$ cat src/rtl/core/ccq_pkg.sv
// Shared types and constants of the coalescing CAN transmit queue.
package ccq_pkg;

  // Input commands.
  localparam logic [1:0] CMD_LOAD    = 2'd0;
  localparam logic [1:0] CMD_ENQUEUE = 2'd1;
  localparam logic [1:0] CMD_POP     = 2'd2;

  // Result status codes.
  localparam logic [2:0] ST_APPENDED = 3'd0;
  localparam logic [2:0] ST_UPDATED  = 3'd1;
  localparam logic [2:0] ST_DROPPED  = 3'd2;
  localparam logic [2:0] ST_WORD     = 3'd3;
  localparam logic [2:0] ST_EMPTY    = 3'd4;

  localparam int STAGE_SLOTS = 8;

  // Stored frame header: id, flags and saturated length.
  typedef struct packed {
    logic [28:0] can_id;
    logic        is_fd;
    logic        bit_rate_switch;
    logic        extended_id;
    logic        remote;
    logic [6:0]  length;
  } hdr_t;

  // Byte-enable mask of payload word w for a frame of len bytes.
  function automatic logic [63:0] byte_mask(input logic [6:0] len, input logic [2:0] w);
    logic [63:0] m;
    logic [7:0]  start;
    m = '0;
    start = {2'b00, w, 3'b000};
    for (int b = 0; b < 8; b++) begin
      if ({1'b0, len} > start + 8'(b)) m[b*8 +: 8] = 8'hFF;
    end
    return m;
  endfunction

endpackage

$ cat src/rtl/core/ccq_stage.sv
// Staging buffer of payload words shared by all channels.
module ccq_stage (
  input  logic        clk,
  input  logic        rst,
  input  logic        wr_en,
  input  logic [2:0]  wr_idx,
  input  logic [63:0] wr_data,
  input  logic [2:0]  rd_idx,
  output logic [63:0] rd_data
);
  import ccq_pkg::*;

  logic [63:0] words [STAGE_SLOTS];

  // Reset-cleared register file, read at one selected slot.
  always_ff @(posedge clk) begin
    if (rst) begin
      for (int i = 0; i < STAGE_SLOTS; i++) words[i] <= '0;
    end else if (wr_en) begin
      words[wr_idx] <= wr_data;
    end
  end

  assign rd_data = words[rd_idx];
endmodule

$ cat config.mk
export PLATFORM = sky130hd
export DESIGN_NAME = ccq_stage
export DESIGN_NICKNAME = d
export VERILOG_FILES = /design/src/rtl/core/ccq_pkg.sv /design/src/rtl/core/ccq_stage.sv
export SDC_FILE = /design/constraint.sdc
export NUM_CORES = 1
export LEC_CHECK = 0
export BUFFER_PORTS_ARGS = -buffer_cell sky130_fd_sc_hd__buf_2
export CAP_MARGIN = 40
export CORE_MARGIN = 1
export CORE_UTILIZATION = 39
export CTS_BUF_LIST = sky130_fd_sc_hd__clkbuf_4 sky130_fd_sc_hd__clkbuf_8 sky130_fd_sc_hd__clkbuf_16
export CTS_CLUSTER_DIAMETER = 60
export DETAILED_ROUTE_END_ITERATION = 12
export GPL_TIMING_DRIVEN = 0
export PLACE_DENSITY_LB_ADDON = 0.2
export SLEW_MARGIN = 20
export SYNTH_ARGS = -nofsm -noshare
export SYNTH_HDL_FRONTEND = slang
export SYNTH_SLANG_ARGS = --single-unit
export TNS_END_PERCENT = 10
$ cat constraint.sdc
create_clock -name clk -period 11.4 [get_ports clk]
set_input_delay 2.28 -clock clk [delete_from_list [all_inputs] [get_ports clk]]
set_output_delay 2.28 -clock clk [all_outputs]
set_load 0.005 [all_outputs]
==> flow_summary.ini <==
[critical_path]
timing.critical_path.mode_cell = buf_2
worst_setup_path_start_kind = input pin
max_stage_delay_ps = 690
worstPathArrival_ps = 4210
crit_chain = buf_2, buf_1, mux4_2, mux2_2, buf_2
worstSetupPathType = input pin to output port
path_max_fanout = 10
worst_ep_required_time_ps = 9120
slowest_stage = buf_1
cp-end-kind = output port

[yosys]
synth_top_area_cell = edfxtp_1
ys_ff_latch = 512
ys_seq_area_share_pct = 67.7
netlist_instances = 1444
synth.distinct_cells = 16
synth_top_area_share_pct = 67.7
syn_area_um2 = 22700
synth.net_count = 1517
synth_warnings = 0
yosys-top-cells-area = edfxtp_1 (68%), mux4_2 (13%), nor3_1 (11%)
syn_avg_cell_area_um2 = 15.7

[sta]
worstMarginPinSlew_ps = 841
max_slew_margin_pct = 43.9
setup-tns-final_ps = 0
maxSlewViolCount = 0
hold_violations = 0
rsz0062_at_grt = no
whs_ps = 2150
fin_crit_sh_pct = 56.9
setup_viol = 0
period_minus_slack_ps = 6490
fmax_mhz = 154

[floorplan]
die-height_um = 243
dieWidth_um = 243
num_rows = 88
core_area_um2 = 57600
dieArea_um2 = 59200
start_util_pct = 39.5
pin_count = 137

[global_routing]
grt_start_max_net_pins = 23
grt_pass1_vias = 14827
grt_pass1_wl_um = 97500
grt_overflow_total = 0
antenna_found_initial = 0
grt_use_total_pct = 22.4

[final_layout]
fin_nets = 1744
n_antenna_cell = 0
fin_util_pct = 46.7
top_register = words
top_regs = words x512
fillers = 5084
largest_register_ffs = 512
syn_to_final_growth_pct = 18.4
drive_gt1_share_pct = 29.9

[clock_network]
clkTransAtPathRegs_ps = 60
cts_buffers = 54
cts.repair.resized = 0
cts_tree = yes
ctsHoldBuffers = 0
h-tree-depth = 2
numClockSinks = 512
clock_tree.buffer_depth = 3
postCtsSetupBuffers = 0
root_buffer = clkbuf_16

[routing]
wl_um = 65400
vias = 14221
dr.pass1.iters = 5
wl_per_cell_um = 26.4
drt-vias-per-instance = 5.74
drt_iter0_markers = 1344
drc = 0
route.antenna.remaining_nets = 0

[placement]
gp_congestion = 0.756
hpwl_um = 43500
portBuffers = 133

[hold_path]
worstHoldPathType = input pin to flop
hp-start = wr_data[40]
hold-path-endpoint = words[5][40]$_SDFFCE_PN0P_
min_path_cells = 3

[status]
status = finished clean

[pwr]
power_mw = 4.35
ir_drop_mv = 0.106
power.leakage_nw = 8.47
cellPowerDensity_nw_per_um2 = 162

[flow_run]
drv_cap = 0
[placed cells by master (no fill, tap or decap), drive strengths merged]
| master | Yosys | routed |
|---|---|---|
| buf | 72 | 243 |
| clkbuf | 78 | 150 |
| clkinv | 64 | 88 |
| edfxtp | 512 | 512 |
| mux2 | 64 | 64 |
| mux4 | 128 | 128 |
| nand2 | 1 | 1 |
| nand2b | 2 | 2 |
| nand3b | 1 | 1 |
| nor3 | 512 | 512 |
| o21bai | 8 | 8 |
| or2 | 1 | 1 |
| or3b | 1 | 1 |
[logic make-up after synthesis]
logic type	Yosys count	share of synthesized area, %
and+or+nand+nor	518	11.4
muxes	192	15.9
AOI/OAI and AO/OA	8	0.264
buffers and inverters	214	4.77
DFF	512	67.7
[final cells by class]
| class | count | area [um^2] | area share (%) |
|---|---|---|---|
| flip-flops and latches | 512 | 15400 | 57.2 |
| multi-input cells | 718 | 6350 | 23.6 |
| clock buffers | 72 | 1540 | 5.72 |
| repair buffers | 171 | 1480 | 5.52 |
| well taps | 765 | 957 | 3.56 |
| plain buffers | 150 | 846 | 3.14 |
| inverters | 64 | 240 | 0.893 |
| clock inverters | 24 | 106 | 0.395 |
[report_power, final]
part / switching [mW] / internal (mW) / leakage (nW)
clock: 0.726 / 0.940 / 0.826
sequential: 0.0293 / 2.19 / 4.91
combinational: 0.274 / 0.196 / 2.74
total: 1.03 / 3.32 / 8.47
[cell usage after synthesis]
| cell type | instances |
|---|---|
| buf_1 | 12 |
| buf_2 | 24 |
| buf_4 | 5 |
| buf_6 | 31 |
| clkbuf_1 | 78 |
| clkinv_1 | 64 |
| edfxtp_1 | 512 |
| mux2_2 | 64 |
| mux4_2 | 128 |
| nand2_1 | 1 |
| nand2b_1 | 2 |
| nand3b_1 | 1 |
| nor3_1 | 512 |
| o21bai_1 | 8 |
| or2_2 | 1 |
| or3b_1 | 1 |
[worst max path at each step]
stage,depth (start not counted),from,slack [ps],to
global placement,6,rst,780,words[6][33]$_SDFFCE_PN0P_
finish,5,rd_idx[2],4910,rd_data[60]
detailed placement,5,rd_idx[2],4860,rd_data[58]
CTS,5,rd_idx[2],4860,rd_data[58]
global route,5,rd_idx[2],4850,rd_data[60]
floorplan,5,wr_idx[1],4790,words[0][0]$_SDFFCE_PN0P_
[stage by stage]
stage	setup slack, ps	cell area (um^2)	cells
2_1_floorplan	4790	22700	1444
3_3_place_gp	781	24300	2342
3_5_place_dp	4860	25200	2378
4_1_cts	4860	26900	2474
5_1_grt	4850	26900	2476
6_report	4910	26900	2476
[layer usage]
layer  GRT usage [%]  up-vias  part of all wire [%]
met5               0        -                     0
met4            6.42        0                   2.4
met3            4.21       97                   7.0
met2            36.5      563                    49
met1            30.5     7386                    42
li1                -     6175                     -
[worst max-delay path, delay by kind of cell]
family,cells,cell delay (ps)
buffers and inverters,3,1160
multiplexers,2,760
Power figures use the tool's default switching activity.
